[src/design/ntps_pkg.sv]
`default_nettype none

package ntps_pkg;

   localparam int KEEP_COUNT_DEF = 3;
   localparam int COORD_BITS_DEF = 16;

   localparam int ID_W         = 32;
   localparam int PORT_COORD_W = 16;
   localparam int KIND_W       = 3;
   localparam int DIST_W       = 33;
   localparam int CSR_IDX_W    = 2;
   localparam int CSR_DATA_W   = 16;

   typedef enum logic [CSR_IDX_W-1:0] {
      CSR_QUERY_X     = 2'd0,
      CSR_QUERY_Y     = 2'd1,
      CSR_FILTER_ON   = 2'd2,
      CSR_WANTED_TYPE = 2'd3
   } csr_index_type;

   typedef struct packed {
      logic fire;
      logic match;
      logic last;
   } slot_cmd_type;

endpackage

`default_nettype wire

[src/design/nearest_three_points_select_unit.sv]
`default_nettype none
// After a query's last word is accepted, its results pass the delta, distance, batch
// and result-queue registers in that order, then leave one word per cycle while rsp_ready is high.
// Throughput: one input word per cycle; a query-ending word waits in the update stage
// only while the batch register is full and the result queue cannot take it yet.
// Reset: synchronous, active high; clears config registers, slot fill and all valids.
module nearest_three_points_select_unit #(
   parameter int KEEP_COUNT = ntps_pkg::KEEP_COUNT_DEF,
   parameter int COORD_BITS = ntps_pkg::COORD_BITS_DEF
) (
   input  wire logic                                 clock,
   input  wire logic                                 reset,
   input  wire logic                                 req_valid,
   output logic                                      req_ready,
   input  wire logic        [ntps_pkg::ID_W-1:0]         req_place_id,
   input  wire logic signed [ntps_pkg::PORT_COORD_W-1:0] req_place_x,
   input  wire logic signed [ntps_pkg::PORT_COORD_W-1:0] req_place_y,
   input  wire logic        [ntps_pkg::KIND_W-1:0]       req_place_kind,
   input  wire logic                                 req_last_place,
   output logic                                      rsp_valid,
   input  wire logic                                 rsp_ready,
   output logic             [ntps_pkg::ID_W-1:0]         rsp_near_id,
   output logic             [ntps_pkg::DIST_W-1:0]       rsp_near_distance,
   output logic                                      rsp_none_found,
   output logic                                      rsp_last_result,
   input  wire logic                                 csr_write_enable,
   input  wire logic        [ntps_pkg::CSR_IDX_W-1:0]    csr_index,
   input  wire logic        [ntps_pkg::CSR_DATA_W-1:0]   csr_write_data
);
   import ntps_pkg::*;

   localparam int DW    = 2 * COORD_BITS + 1;
   localparam int IDX_W = (KEEP_COUNT > 1) ? $clog2(KEEP_COUNT) : 1;
   localparam int CNT_W = $clog2(KEEP_COUNT + 1);

   // config registers
   logic [PORT_COORD_W-1:0] query_x_ff, query_y_ff;
   logic                    filter_on_ff;
   logic [KIND_W-1:0]       wanted_type_ff;

   always_ff @(posedge clock) begin
      if (reset) begin
         query_x_ff     <= '0;
         query_y_ff     <= '0;
         filter_on_ff   <= 1'b0;
         wanted_type_ff <= '0;
      end else if (csr_write_enable) begin
         unique case (csr_index_type'(csr_index))
            CSR_QUERY_X:     query_x_ff     <= csr_write_data[PORT_COORD_W-1:0];
            CSR_QUERY_Y:     query_y_ff     <= csr_write_data[PORT_COORD_W-1:0];
            CSR_FILTER_ON:   filter_on_ff   <= csr_write_data[0];
            CSR_WANTED_TYPE: wanted_type_ff <= csr_write_data[KIND_W-1:0];
         endcase
      end
   end

   // coordinate deltas on the incoming word
   logic        [COORD_BITS-1:0] px_c, py_c, qx_c, qy_c;
   logic signed [COORD_BITS:0]   px_e, py_e, qx_e, qy_e, dx_s, dy_s;
   logic        [COORD_BITS-1:0] dx_abs, dy_abs;
   logic                         kind_match;

   always_comb begin
      px_c   = COORD_BITS'($unsigned(req_place_x));
      py_c   = COORD_BITS'($unsigned(req_place_y));
      qx_c   = COORD_BITS'(query_x_ff);
      qy_c   = COORD_BITS'(query_y_ff);
      px_e   = {px_c[COORD_BITS-1], px_c};
      py_e   = {py_c[COORD_BITS-1], py_c};
      qx_e   = {qx_c[COORD_BITS-1], qx_c};
      qy_e   = {qy_c[COORD_BITS-1], qy_c};
      dx_s   = px_e - qx_e;
      dy_s   = py_e - qy_e;
      dx_abs = dx_s[COORD_BITS] ? COORD_BITS'(-dx_s) : dx_s[COORD_BITS-1:0];
      dy_abs = dy_s[COORD_BITS] ? COORD_BITS'(-dy_s) : dy_s[COORD_BITS-1:0];
      kind_match = !filter_on_ff || (req_place_kind == wanted_type_ff);
   end

   // pipeline control
   logic s1_valid_ff, s2_valid_ff, batch_valid_ff, q_valid_ff;
   logic s2_last_ff, s2_match_ff;
   logic s2_fire, s2_open, s1_move, req_fire, rsp_fire, q_at_last, q_free, batch_move;

   // a query-ending word may fire while the held batch moves into the queue
   assign s2_fire   = s2_valid_ff && (!s2_last_ff || !batch_valid_ff || batch_move);
   assign s2_open   = !s2_valid_ff || s2_fire;
   assign req_ready = !s1_valid_ff || s2_open;
   assign req_fire  = req_valid && req_ready;
   assign s1_move   = s1_valid_ff && s2_open;

   // stage 1: deltas
   logic [ID_W-1:0]       s1_id_ff;
   logic [COORD_BITS-1:0] s1_dx_ff, s1_dy_ff;
   logic                  s1_match_ff, s1_last_ff;

   always_ff @(posedge clock) begin
      if (reset) begin
         s1_valid_ff <= 1'b0;
      end else if (req_ready) begin
         s1_valid_ff <= req_valid;
      end
   end

   always_ff @(posedge clock) begin
      if (req_fire) begin
         s1_id_ff    <= req_place_id;
         s1_dx_ff    <= dx_abs;
         s1_dy_ff    <= dy_abs;
         s1_match_ff <= kind_match;
         s1_last_ff  <= req_last_place;
      end
   end

   // stage 2: squared distance
   logic [2*COORD_BITS-1:0] sq_x, sq_y;
   logic [DW-1:0]           dist_in;
   logic [ID_W-1:0]         s2_id_ff;
   logic [DW-1:0]           s2_dist_ff;

   assign sq_x    = s1_dx_ff * s1_dx_ff;
   assign sq_y    = s1_dy_ff * s1_dy_ff;
   assign dist_in = DW'(sq_x) + DW'(sq_y);

   always_ff @(posedge clock) begin
      if (reset) begin
         s2_valid_ff <= 1'b0;
      end else if (s2_open) begin
         s2_valid_ff <= s1_valid_ff;
      end
   end

   always_ff @(posedge clock) begin
      if (s1_move) begin
         s2_id_ff    <= s1_id_ff;
         s2_dist_ff  <= dist_in;
         s2_match_ff <= s1_match_ff;
         s2_last_ff  <= s1_last_ff;
      end
   end

   // slot update
   slot_cmd_type     slot_cmd;
   logic [ID_W-1:0]  snap_ids  [KEEP_COUNT];
   logic [DW-1:0]    snap_dist [KEEP_COUNT];
   logic [CNT_W-1:0] snap_count;

   assign slot_cmd = '{fire: s2_fire, match: s2_match_ff, last: s2_last_ff};

   ntps_slot_keeper #(
      .KEEP_COUNT (KEEP_COUNT),
      .DW         (DW),
      .CNT_W      (CNT_W)
   ) u_keeper (
      .clock      (clock),
      .reset      (reset),
      .cmd        (slot_cmd),
      .new_id     (s2_id_ff),
      .new_dist   (s2_dist_ff),
      .snap_ids   (snap_ids),
      .snap_dist  (snap_dist),
      .snap_count (snap_count)
   );

   // batch register: kept slots of a finished query
   logic [ID_W-1:0]  batch_ids_ff  [KEEP_COUNT];
   logic [DW-1:0]    batch_dist_ff [KEEP_COUNT];
   logic [CNT_W-1:0] batch_count_ff;

   always_ff @(posedge clock) begin
      if (reset) begin
         batch_valid_ff <= 1'b0;
      end else if (s2_fire && s2_last_ff) begin
         batch_valid_ff <= 1'b1;
      end else if (batch_move) begin
         batch_valid_ff <= 1'b0;
      end
   end

   always_ff @(posedge clock) begin
      if (s2_fire && s2_last_ff) begin
         batch_ids_ff   <= snap_ids;
         batch_dist_ff  <= snap_dist;
         batch_count_ff <= snap_count;
      end
   end

   logic [ID_W-1:0] sorted_ids  [KEEP_COUNT];
   logic [DW-1:0]   sorted_dist [KEEP_COUNT];

   ntps_sorter #(
      .KEEP_COUNT (KEEP_COUNT),
      .DW         (DW),
      .CNT_W      (CNT_W)
   ) u_sorter (
      .in_ids   (batch_ids_ff),
      .in_dist  (batch_dist_ff),
      .in_count (batch_count_ff),
      .out_ids  (sorted_ids),
      .out_dist (sorted_dist)
   );

   // result queue, drained one word per cycle while rsp_ready is high
   logic [ID_W-1:0]  q_ids_ff  [KEEP_COUNT];
   logic [DW-1:0]    q_dist_ff [KEEP_COUNT];
   logic [CNT_W-1:0] q_count_ff;
   logic [IDX_W-1:0] q_ptr_ff;
   logic             q_none_ff;

   assign rsp_fire   = q_valid_ff && rsp_ready;
   assign q_at_last  = (CNT_W'(q_ptr_ff) + 1'b1) == q_count_ff;
   assign q_free     = !q_valid_ff || (rsp_fire && q_at_last);
   assign batch_move = batch_valid_ff && q_free;

   always_ff @(posedge clock) begin
      if (reset) begin
         q_valid_ff <= 1'b0;
         q_ptr_ff   <= '0;
      end else if (batch_move) begin
         q_valid_ff <= 1'b1;
         q_ptr_ff   <= '0;
      end else if (rsp_fire) begin
         if (q_at_last) begin
            q_valid_ff <= 1'b0;
         end else begin
            q_ptr_ff <= q_ptr_ff + 1'b1;
         end
      end
   end

   // empty query: one word, zero fields (sorter gives zeros for count zero)
   always_ff @(posedge clock) begin
      if (batch_move) begin
         q_ids_ff   <= sorted_ids;
         q_dist_ff  <= sorted_dist;
         q_none_ff  <= (batch_count_ff == '0);
         q_count_ff <= (batch_count_ff == '0) ? CNT_W'(1) : batch_count_ff;
      end
   end

   assign rsp_valid         = q_valid_ff;
   assign rsp_near_id       = q_ids_ff[q_ptr_ff];
   assign rsp_near_distance = DIST_W'(q_dist_ff[q_ptr_ff]);
   assign rsp_none_found    = q_none_ff;
   assign rsp_last_result   = q_at_last;

endmodule

`default_nettype wire

[src/design/ntps_slot_keeper.sv]
`default_nettype none

module ntps_slot_keeper #(
   parameter int KEEP_COUNT = ntps_pkg::KEEP_COUNT_DEF,
   parameter int DW         = 2 * ntps_pkg::COORD_BITS_DEF + 1,
   parameter int CNT_W      = $clog2(KEEP_COUNT + 1)
) (
   input  wire logic                       clock,
   input  wire logic                       reset,
   input  wire ntps_pkg::slot_cmd_type     cmd,
   input  wire logic [ntps_pkg::ID_W-1:0]  new_id,
   input  wire logic [DW-1:0]              new_dist,
   output logic      [ntps_pkg::ID_W-1:0]  snap_ids   [KEEP_COUNT],
   output logic      [DW-1:0]              snap_dist  [KEEP_COUNT],
   output logic      [CNT_W-1:0]           snap_count
);
   import ntps_pkg::*;

   localparam int IDX_W = (KEEP_COUNT > 1) ? $clog2(KEEP_COUNT) : 1;

   logic [ID_W-1:0]  slot_ids_ff   [KEEP_COUNT];
   logic [DW-1:0]    slot_dist_ff  [KEEP_COUNT];
   logic [ID_W-1:0]  slot_ids_in   [KEEP_COUNT];
   logic [DW-1:0]    slot_dist_in  [KEEP_COUNT];
   logic [CNT_W-1:0] fill_ff, fill_in;
   logic [IDX_W-1:0] worst_ff, worst_in;
   logic [DW-1:0]    worst_dist_ff, worst_dist_in;

   always_comb begin
      slot_ids_in   = slot_ids_ff;
      slot_dist_in  = slot_dist_ff;
      fill_in       = fill_ff;
      worst_in      = worst_ff;
      worst_dist_in = worst_dist_ff;
      if (cmd.match) begin
         if (fill_ff < CNT_W'(KEEP_COUNT)) begin
            for (int i = 0; i < KEEP_COUNT; i++) begin
               if (fill_ff == CNT_W'(i)) begin
                  slot_ids_in[i]  = new_id;
                  slot_dist_in[i] = new_dist;
               end
            end
            // first word seeds the worst slot; later ones take it only when larger
            if (fill_ff == '0) begin
               worst_in      = '0;
               worst_dist_in = new_dist;
            end else if (worst_dist_ff < new_dist) begin
               worst_in      = fill_ff[IDX_W-1:0];
               worst_dist_in = new_dist;
            end
            fill_in = fill_ff + 1'b1;
         end else begin
            if (worst_dist_ff > new_dist) begin
               for (int i = 0; i < KEEP_COUNT; i++) begin
                  if (worst_ff == IDX_W'(i)) begin
                     slot_ids_in[i]  = new_id;
                     slot_dist_in[i] = new_dist;
                  end
               end
               worst_dist_in = new_dist;
            end
            // rescan from the current worst slot, moving only on strictly larger
            for (int i = 0; i < KEEP_COUNT; i++) begin
               if (slot_dist_in[i] > worst_dist_in) begin
                  worst_in      = IDX_W'(i);
                  worst_dist_in = slot_dist_in[i];
               end
            end
         end
      end
   end

   always_ff @(posedge clock) begin
      if (cmd.fire) begin
         slot_ids_ff   <= slot_ids_in;
         slot_dist_ff  <= slot_dist_in;
         worst_dist_ff <= worst_dist_in;
      end
   end

   always_ff @(posedge clock) begin
      if (reset) begin
         fill_ff  <= '0;
         worst_ff <= '0;
      end else if (cmd.fire) begin
         if (cmd.last) begin
            fill_ff  <= '0;
            worst_ff <= '0;
         end else begin
            fill_ff  <= fill_in;
            worst_ff <= worst_in;
         end
      end
   end

   assign snap_ids   = slot_ids_in;
   assign snap_dist  = slot_dist_in;
   assign snap_count = fill_in;

endmodule

`default_nettype wire

[src/design/ntps_sorter.sv]
`default_nettype none

module ntps_sorter #(
   parameter int KEEP_COUNT = ntps_pkg::KEEP_COUNT_DEF,
   parameter int DW         = 2 * ntps_pkg::COORD_BITS_DEF + 1,
   parameter int CNT_W      = $clog2(KEEP_COUNT + 1)
) (
   input  wire logic [ntps_pkg::ID_W-1:0] in_ids   [KEEP_COUNT],
   input  wire logic [DW-1:0]             in_dist  [KEEP_COUNT],
   input  wire logic [CNT_W-1:0]          in_count,
   output logic      [ntps_pkg::ID_W-1:0] out_ids  [KEEP_COUNT],
   output logic      [DW-1:0]             out_dist [KEEP_COUNT]
);
   import ntps_pkg::*;

   logic [CNT_W-1:0] rank [KEEP_COUNT];

   // stable rank: smaller distances first, equal ones in slot order
   always_comb begin
      for (int i = 0; i < KEEP_COUNT; i++) begin
         rank[i] = '0;
         for (int j = 0; j < KEEP_COUNT; j++) begin
            if (CNT_W'(j) < in_count && j != i &&
                (in_dist[j] < in_dist[i] || (in_dist[j] == in_dist[i] && j < i))) begin
               rank[i] = rank[i] + 1'b1;
            end
         end
      end
   end

   always_comb begin
      for (int e = 0; e < KEEP_COUNT; e++) begin
         out_ids[e]  = '0;
         out_dist[e] = '0;
         for (int i = 0; i < KEEP_COUNT; i++) begin
            if (CNT_W'(i) < in_count && rank[i] == CNT_W'(e)) begin
               out_ids[e]  = in_ids[i];
               out_dist[e] = in_dist[i];
            end
         end
      end
   end

endmodule

`default_nettype wire

[config.mk]
export PLATFORM = sky130hd
export DESIGN_NAME = nearest_three_points_select_unit
export DESIGN_NICKNAME = d
export VERILOG_FILES = /design/src/design/ntps_pkg.sv /design/src/design/nearest_three_points_select_unit.sv /design/src/design/ntps_slot_keeper.sv /design/src/design/ntps_sorter.sv
export SDC_FILE = /design/constraint.sdc
export NUM_CORES = 2
export LEC_CHECK = 0
export ABC_AREA = 1
export BUFFER_PORTS_ARGS = -buffer_cell sky130_fd_sc_hd__buf_2
export CELL_PAD_IN_SITES_DETAIL_PLACEMENT = 1
export CELL_PAD_IN_SITES_GLOBAL_PLACEMENT = 1
export CORE_ASPECT_RATIO = 1.4
export CORE_MARGIN = 10
export CORE_UTILIZATION = 46
export CTS_BUF_LIST = sky130_fd_sc_hd__clkbuf_4 sky130_fd_sc_hd__clkbuf_8
export CTS_CLUSTER_DIAMETER = 50
export DETAILED_ROUTE_END_ITERATION = 7
export HOLD_SLACK_MARGIN = 0.12
export PLACE_DENSITY_LB_ADDON = 0.1
export SYNTH_ARGS = -nofsm -noshare
export SYNTH_HDL_FRONTEND = slang
export SYNTH_SLANG_ARGS = --single-unit
[constraint.sdc]
create_clock -name clock -period 10.6 [get_ports clock]
set_input_delay 1.59 -clock clock [delete_from_list [all_inputs] [get_ports clock]]
set_output_delay 1.59 -clock clock [all_outputs]
set_load 0.03 [all_outputs]
# == Word-level counts from Yosys, hierarchy flattened ==
# Cells that the tools add are included.
# totals
reg_bits,802
output_inout_bits,69
wordCells,231
# classes
add_sub_neg,10
mul,2
n_lt_le_gt_ge,16
eq_ne,20
n_mux,81
bitwise,2
reduce_logical,58
# ops
cell,count
33-bit 2-to-1 mux,30
32-bit 2-to-1 mux,17
99-bit 2-to-1 mux,5
96-bit 2-to-1 mux,3
33-bit < comparator,7
33-bit > comparator,4
33-bit == test,3
33-bit binary-select mux with 2-bit select,1
32-bit binary-select mux with 2-bit select,1
16-bit by 16-bit multiplier with 32-bit output,2
16-bit by 16-bit subtractor with 17-bit output,2
32-bit by 32-bit adder with 33-bit output,1
16-bit 2-to-1 mux,2
16-bit negator,2
2-bit 2-to-1 mux,14
1-bit logical AND,22
"2-bit == test, second input constant",7
2-bit logical NOT,7
"2-bit by 1-bit == test with 1-bit output, second input constant",6
2-bit AND reduction,6
"2-bit by 1-bit adder with 2-bit output, second input constant",5
1-bit logical OR,9
1-bit 2-to-1 mux,8
2-bit nonzero test,4
15 further kinds,21

# == Logic depth before layout (Yosys ltp) ==
# depth
ltp_word,18
ltp_mapped,69
mapped_depth_nobuf,64

# == Hierarchy ==
# From an unflattened synthesis, not the netlist that was laid out.
# unflattened
hier_cells,7682
area_unflattened_um2,64541.9
# by_module_without_submodules
mod,n_inst,cells_each,area_per_inst_um2,seq_area_each_um2
nearest_three_points_select_unit,1,3373,36964.2,16696.0
ntps_slot_keeper,1,2921,20444.6,6926.6
ntps_sorter,1,1388,7133.1,0.0

# == Worst setup path after synthesis ==
# OpenSTA, ideal clock, no wires.
# synth_path
kind,input to register
startpoint,input port rsp_ready
endpoint,register batch_count_ff[0] (enable)
arrival_time_ns,10.330
slack_ns,-0.275
cell_stages,10
path_buffers,0
path_cell_list,inv_1 > o21ai_0 > inv_1 > nand2_1 > nor2_1 > inv_1 > nand2_1 > inv_1 > nand2_1 > inv_1
# synth_between
elab_chain_cells,7
# synth_rtl
element,line_no,text
from (decl),nearest_three_points_select_unit.sv:21,"input wire logic rsp_ready,"
1-bit logical AND,nearest_three_points_select_unit.sv:209,assign rsp_fire = q_valid_ff && rsp_ready;
1-bit logical AND,nearest_three_points_select_unit.sv:211,assign q_free = !q_valid_ff || (rsp_fire && q_at_last);
1-bit logical OR,nearest_three_points_select_unit.sv:211,
1-bit logical AND,nearest_three_points_select_unit.sv:212,assign batch_move = batch_valid_ff && q_free;
1-bit logical OR,nearest_three_points_select_unit.sv:85,assign s2_fire = s2_valid_ff && (!s2_last_ff || !batch_valid_ff || batch_move);
1-bit logical AND,nearest_three_points_select_unit.sv:85,
net s2_fire,nearest_three_points_select_unit.sv:82,"logic s2_fire, s2_open, s1_move, req_fire, rsp_fire, q_at_last, q_free, batch_move;"
1-bit logical AND,nearest_three_points_select_unit.sv:180,if (s2_fire && s2_last_ff) begin
to (signal assigned),nearest_three_points_select_unit.sv:183,batch_count_ff <= snap_count;
to (decl),nearest_three_points_select_unit.sv:167,logic [CNT_W-1:0] batch_count_ff;
# The timed path passes the listed nets, and every way through them passes these cells.
# A chain may end at the register's enable or synchronous reset.

# == Final worst setup path ==
# layout_path
startpoint,register s2_dist_ff[8]
endpoint,"register u_keeper.worst_dist_ff[26], data pin"
# layout_between
elab_chain_cells,15
elab_cells_between_ends,21
classes_between,order compare: 4; mux: 17
# layout_rtl
element,line_no,text
from (decl),nearest_three_points_select_unit.sv:118,logic [DW-1:0] s2_dist_ff;
from (signal assigned),nearest_three_points_select_unit.sv:135,s2_dist_ff <= dist_in;
33-bit > comparator / 33-bit 2-to-1 mux (equally long branches),"ntps_slot_keeper.sv:53, ntps_slot_keeper.sv:55",
99-bit 2-to-1 mux / 33-bit 2-to-1 mux (equally long branches),ntps_slot_keeper.sv:53,if (worst_dist_ff > new_dist) begin
99-bit 2-to-1 mux / 33-bit 2-to-1 mux (equally long branches),ntps_slot_keeper.sv:36,if (fill_ff < CNT_W'(KEEP_COUNT)) begin
99-bit 2-to-1 mux / 33-bit 2-to-1 mux (equally long branches),ntps_slot_keeper.sv:35,if (cmd.match) begin
33-bit > comparator,ntps_slot_keeper.sv:64,if (slot_dist_in[i] > worst_dist_in) begin
33-bit 2-to-1 mux,ntps_slot_keeper.sv:64,
33-bit 2-to-1 mux,ntps_slot_keeper.sv:36,
33-bit 2-to-1 mux,ntps_slot_keeper.sv:35,
33-bit > comparator,ntps_slot_keeper.sv:64,
33-bit 2-to-1 mux,ntps_slot_keeper.sv:64,
33-bit 2-to-1 mux,ntps_slot_keeper.sv:36,
33-bit 2-to-1 mux,ntps_slot_keeper.sv:35,
33-bit > comparator,ntps_slot_keeper.sv:64,
33-bit 2-to-1 mux *,ntps_slot_keeper.sv:64,
33-bit 2-to-1 mux *,ntps_slot_keeper.sv:36,
to (signal assigned),ntps_slot_keeper.sv:77,worst_dist_ff <= worst_dist_in;
to (decl),ntps_slot_keeper.sv:27,"logic [DW-1:0] worst_dist_ff, worst_dist_in;"
# Mark *: on every way between the ends. The rest lies on a longest branch, timed or not. The select of a mux whose other input is x is not followed.

==> run_results.csv <==
group,metric,value,unit
synth,synthesis.area,0.0628,mm²
synth,synth_warnings,0,
setup_path,crit_family,"simple AND/OR/NAND/NOR gates",
flow_run,cap_violations,0,
synth,async_reset_ff_frac,0,
synth,syn_inst,7213,
die,die_w,332,µm
synth,syn_nets,8163,
placed_design,placed_cells,8864,
setup_path,crit_top_cell,"nand2_1",
timing,fin_skew,56.3,ps
global_routing,grtUsageTotal,0.277,
final_layout,multi_input_area,0.0327,mm²
drt,drcViolationCount,0,
placed_design,dpl_cell_area,0.0652,mm²
clock_tree,cts_buffers,139,
die,start_util,0.462,
setup_path,cp-end-kind,"flop",
timing,rsz0062_at_grt,"no",
placed_design,dp_hpwl,155000,µm
die,top_level_ports,160,
setup_path,criticalPathCategory,"flop to flop",
setup_path,path_buf_inv,10,
clock_tree,clock-sinks,802,
worst_hold_path,hold_path.class,"flop to flop",
final_layout,design_area,0.0682,mm²
clock_tree,worstSkewPairLatency,910,ps
final_layout,register_area,0.0236,mm²
clock_tree,post_cts_resized,0,
drt,vias,52300,
drt,drtIter0Drc,3141,
final_layout,final_nets,8173,
worst_hold_path,min_from,"s1_id_ff[20]",
setup_path,cp-start-kind,"flop",
setup_path,cp-startpoint,"s2_dist_ff[8]",
timing,max_slew_margin,0.214,
drt,first_pass_iters,6,
clock_tree,postCtsHoldBufs,0,
setup_path,arrival,10460,ps
clock_tree,cts.root.buffer_cell,"clkbuf_8",
final_layout,layout.cells.non_filler,9125,
timing,post-route-period-util,0.918,
die,rows,160,
clock_tree,clock_path_buffers,3,
synth,synth-seq-cells,802,
clock_tree,clkTransAtPathRegs,70,ps
setup_path,cp_slowest_cell,"nor4_1",
drt,routedWlPerCell,23.3,µm
drt,drt_wl_total,213000,µm
global_routing,grt_max_degree,130,
timing,period_needed,9730,ps
synth,dominantRegCellSynth,"edfxtp_1",
synth,synth_edf_count,756,
final_layout,num-fill-cells,16100,
placed_design,gp_congestion,0.969,
placed_design,numPortBuffers,159,
drt,viasPerCell,5.73,
setup_path,reg2reg_from,"s2_dist_ff[8]",
clock_tree,postCtsSetupRepairBufs,0,
timing,setup_viol,0,
drt,ant_nets,0,
setup_path,cpPeakStageDelay,530,ps
setup_path,path_max_fanout,26,
die,die_area,0.152,mm²
timing,hold_violations,0,
clock_tree,cts-htree-levels,4,
status,status,"finished, final reports clean",
global_routing,grt_pass1_wl,329000,µm
global_routing,antenna_found_initial,17,
die,core,0.136,mm²
timing,report.final.slew_viol_count,0,
die,die_h,457,µm
clock_tree,cts_tree,"yes",
timing,max_freq,0.103,GHz
global_routing,grt_pass1_vias,56100,
setup_path,cp.required,11330,ps
synth,synth_cell_types,53,
synth,synth_area_per_cell,8.70,µm²
global_routing,grt_overflow,0,
timing,finalSetupTns,0,ps
timing,max_slew.worst_pin.slew,1150,ps
final_layout,drive_gt1_frac,0.0760,
final_layout,syn_to_final_growth,8.67,%
synth,seq_area_frac_synth,0.376,
worst reg2reg max path: cells and delay by family (launching register included):
family / cells / cell delay, ps
adder cells (fa/ha/maj): 4 / 1040
flip-flops: 1 / 390
AND/OR/NAND/NOR: 27 / 4020
buffers and inverters: 10 / 1930
AO/OA/AOI/OAI: 11 / 2160
per-stage QoR:
step | setup WS, ps | hold slack, ps | util
2_1_floorplan | 1250 | 400 | -
3_3_place_gp | 1330 | 401 | 0.480
3_5_place_dp | 1060 | 405 | 0.480
4_1_cts | 940 | 419 | 0.502
5_1_grt | 171 | 424 | 0.502
6_report | 868 | 409 | 0.502
cells in the final DEF (no fill, tap or decap), types with 5 or more instances in the layout:
cell        instances
edfxtp_1          756
clkinv_1           25
fa_1              390
nand4_1            31
inv_1            1305
buf_2             159
clkinvlp_4          5
mux2i_1            65
nand2_4             9
a221oi_1            7
o21a_1              7
xnor2_1            34
nor2_1            516
or2_1               9
buf_4             103
nand2_1          1140
o22ai_1           145
nor3_1             32
xor2_1             66
nand3b_1            6
or2_2              17
o21ai_1            47
diode_2             5
o211ai_1           55
clkbuf_4           39
o21bai_1            9
bufinv_16          10
nor4_1             12
dfxtp_1            44
nand3_1           361
a21o_1              6
a31oi_1           328
o21ai_0           474
inv_2               6
clkbuf_8          149
a21oi_1           407
a211oi_1           15
ha_1              465
clkinv_2           19
cell type report:
cell class | count | share of cell area
Tap cell | 1782 | 0.0327
Multi-Input combinational cell | 4696 | 0.480
Antenna cell | 5 | 0.000183
Clock inverter | 68 | 0.00983
Timing Repair Buffer | 264 | 0.0236
Sequential cell | 802 | 0.346
Clock buffer | 188 | 0.0344
Inverter | 1320 | 0.0731
routing by layer:
layer  part of all wire  routed length [µm]  global-route usage
met5            0.00019                  40                   0
met1               0.39               84000               0.326
met2               0.52              110000               0.502
met3              0.048               10300              0.0373
met4              0.039                8360               0.111
state kept, by name, indices dropped and copies added, names as in the netlist, 32 cells and up:
name                    cells
batch_dist_ff              99
batch_ids_ff               96
q_dist_ff                  99
q_ids_ff                   96
s1_id_ff                   32
s2_dist_ff                 33
s2_id_ff                   32
u_keeper.slot_dist_ff      99
u_keeper.slot_ids_ff       96
u_keeper.worst_dist_ff     33
cells in the mapped netlist, types with 2 or more instances:
master / instances / area [µm²]
o21ai_1: 47 / 235
ha_1: 469 / 5870
o31ai_1: 2 / 15.0
a221o_1: 2 / 20.0
buf_2: 28 / 140
nor3_1: 32 / 160
or2_2: 17 / 106
dfxtp_1: 46 / 921
buf_1: 24 / 90.1
xnor2_1: 34 / 298
o21bai_1: 9 / 67.6
o21a_1: 7 / 52.6
nor3b_1: 3 / 22.5
clkbuf_1: 330 / 1240
xor2_1: 66 / 578
nand2_4: 5 / 56.3
mux2i_1: 65 / 651
a21oi_1: 408 / 2040
inv_2: 6 / 22.5
nand2_2: 2 / 12.5
a211oi_1: 16 / 120
nand3_1: 361 / 1810
or2_1: 9 / 56.3
o211ai_1: 55 / 413
buf_6: 9 / 101
a31oi_1: 328 / 2050
edfxtp_1: 756 / 22700
nand2_1: 1146 / 4300
a21o_1: 6 / 45.0
inv_1: 1313 / 4930
nor4_1: 12 / 75.1
o21ai_0: 474 / 2370
buf_4: 4 / 30.0
nand3b_1: 6 / 45.0
o211a_1: 3 / 30.0
fa_1: 390 / 7810
nor2_1: 522 / 1960
o221ai_1: 3 / 26.3
a21boi_0: 2 / 15.0
o22ai_1: 145 / 907
nand4_1: 31 / 194
and2_1: 2 / 12.5
a221oi_1: 7 / 61.3
or4_1: 2 / 15.0
final timing paths:
check	end	slack [ps]	cells past startpoint
worst max-delay path	u_keeper.worst_dist_ff[26]	870	52
worst min-delay path	s2_id_ff[20]	410	0
worst max register to register	u_keeper.worst_dist_ff[26]	870	52
worst min register to register	s2_id_ff[20]	410	0
cell families after synthesis:
logic type | count (synthesis) | synth area share
compound gates | 1520 | 0.136
mux | 65 | 0.0104
simple gates | 2152 | 0.141
xor+xnor | 100 | 0.0140
flops | 802 | 0.376
fa+ha+maj | 859 | 0.218
buf+inv | 1715 | 0.104
Power is left out: the tool's default activity adds up to more than one toggle a clock period on the data nets, which glitch-free logic cannot reach.
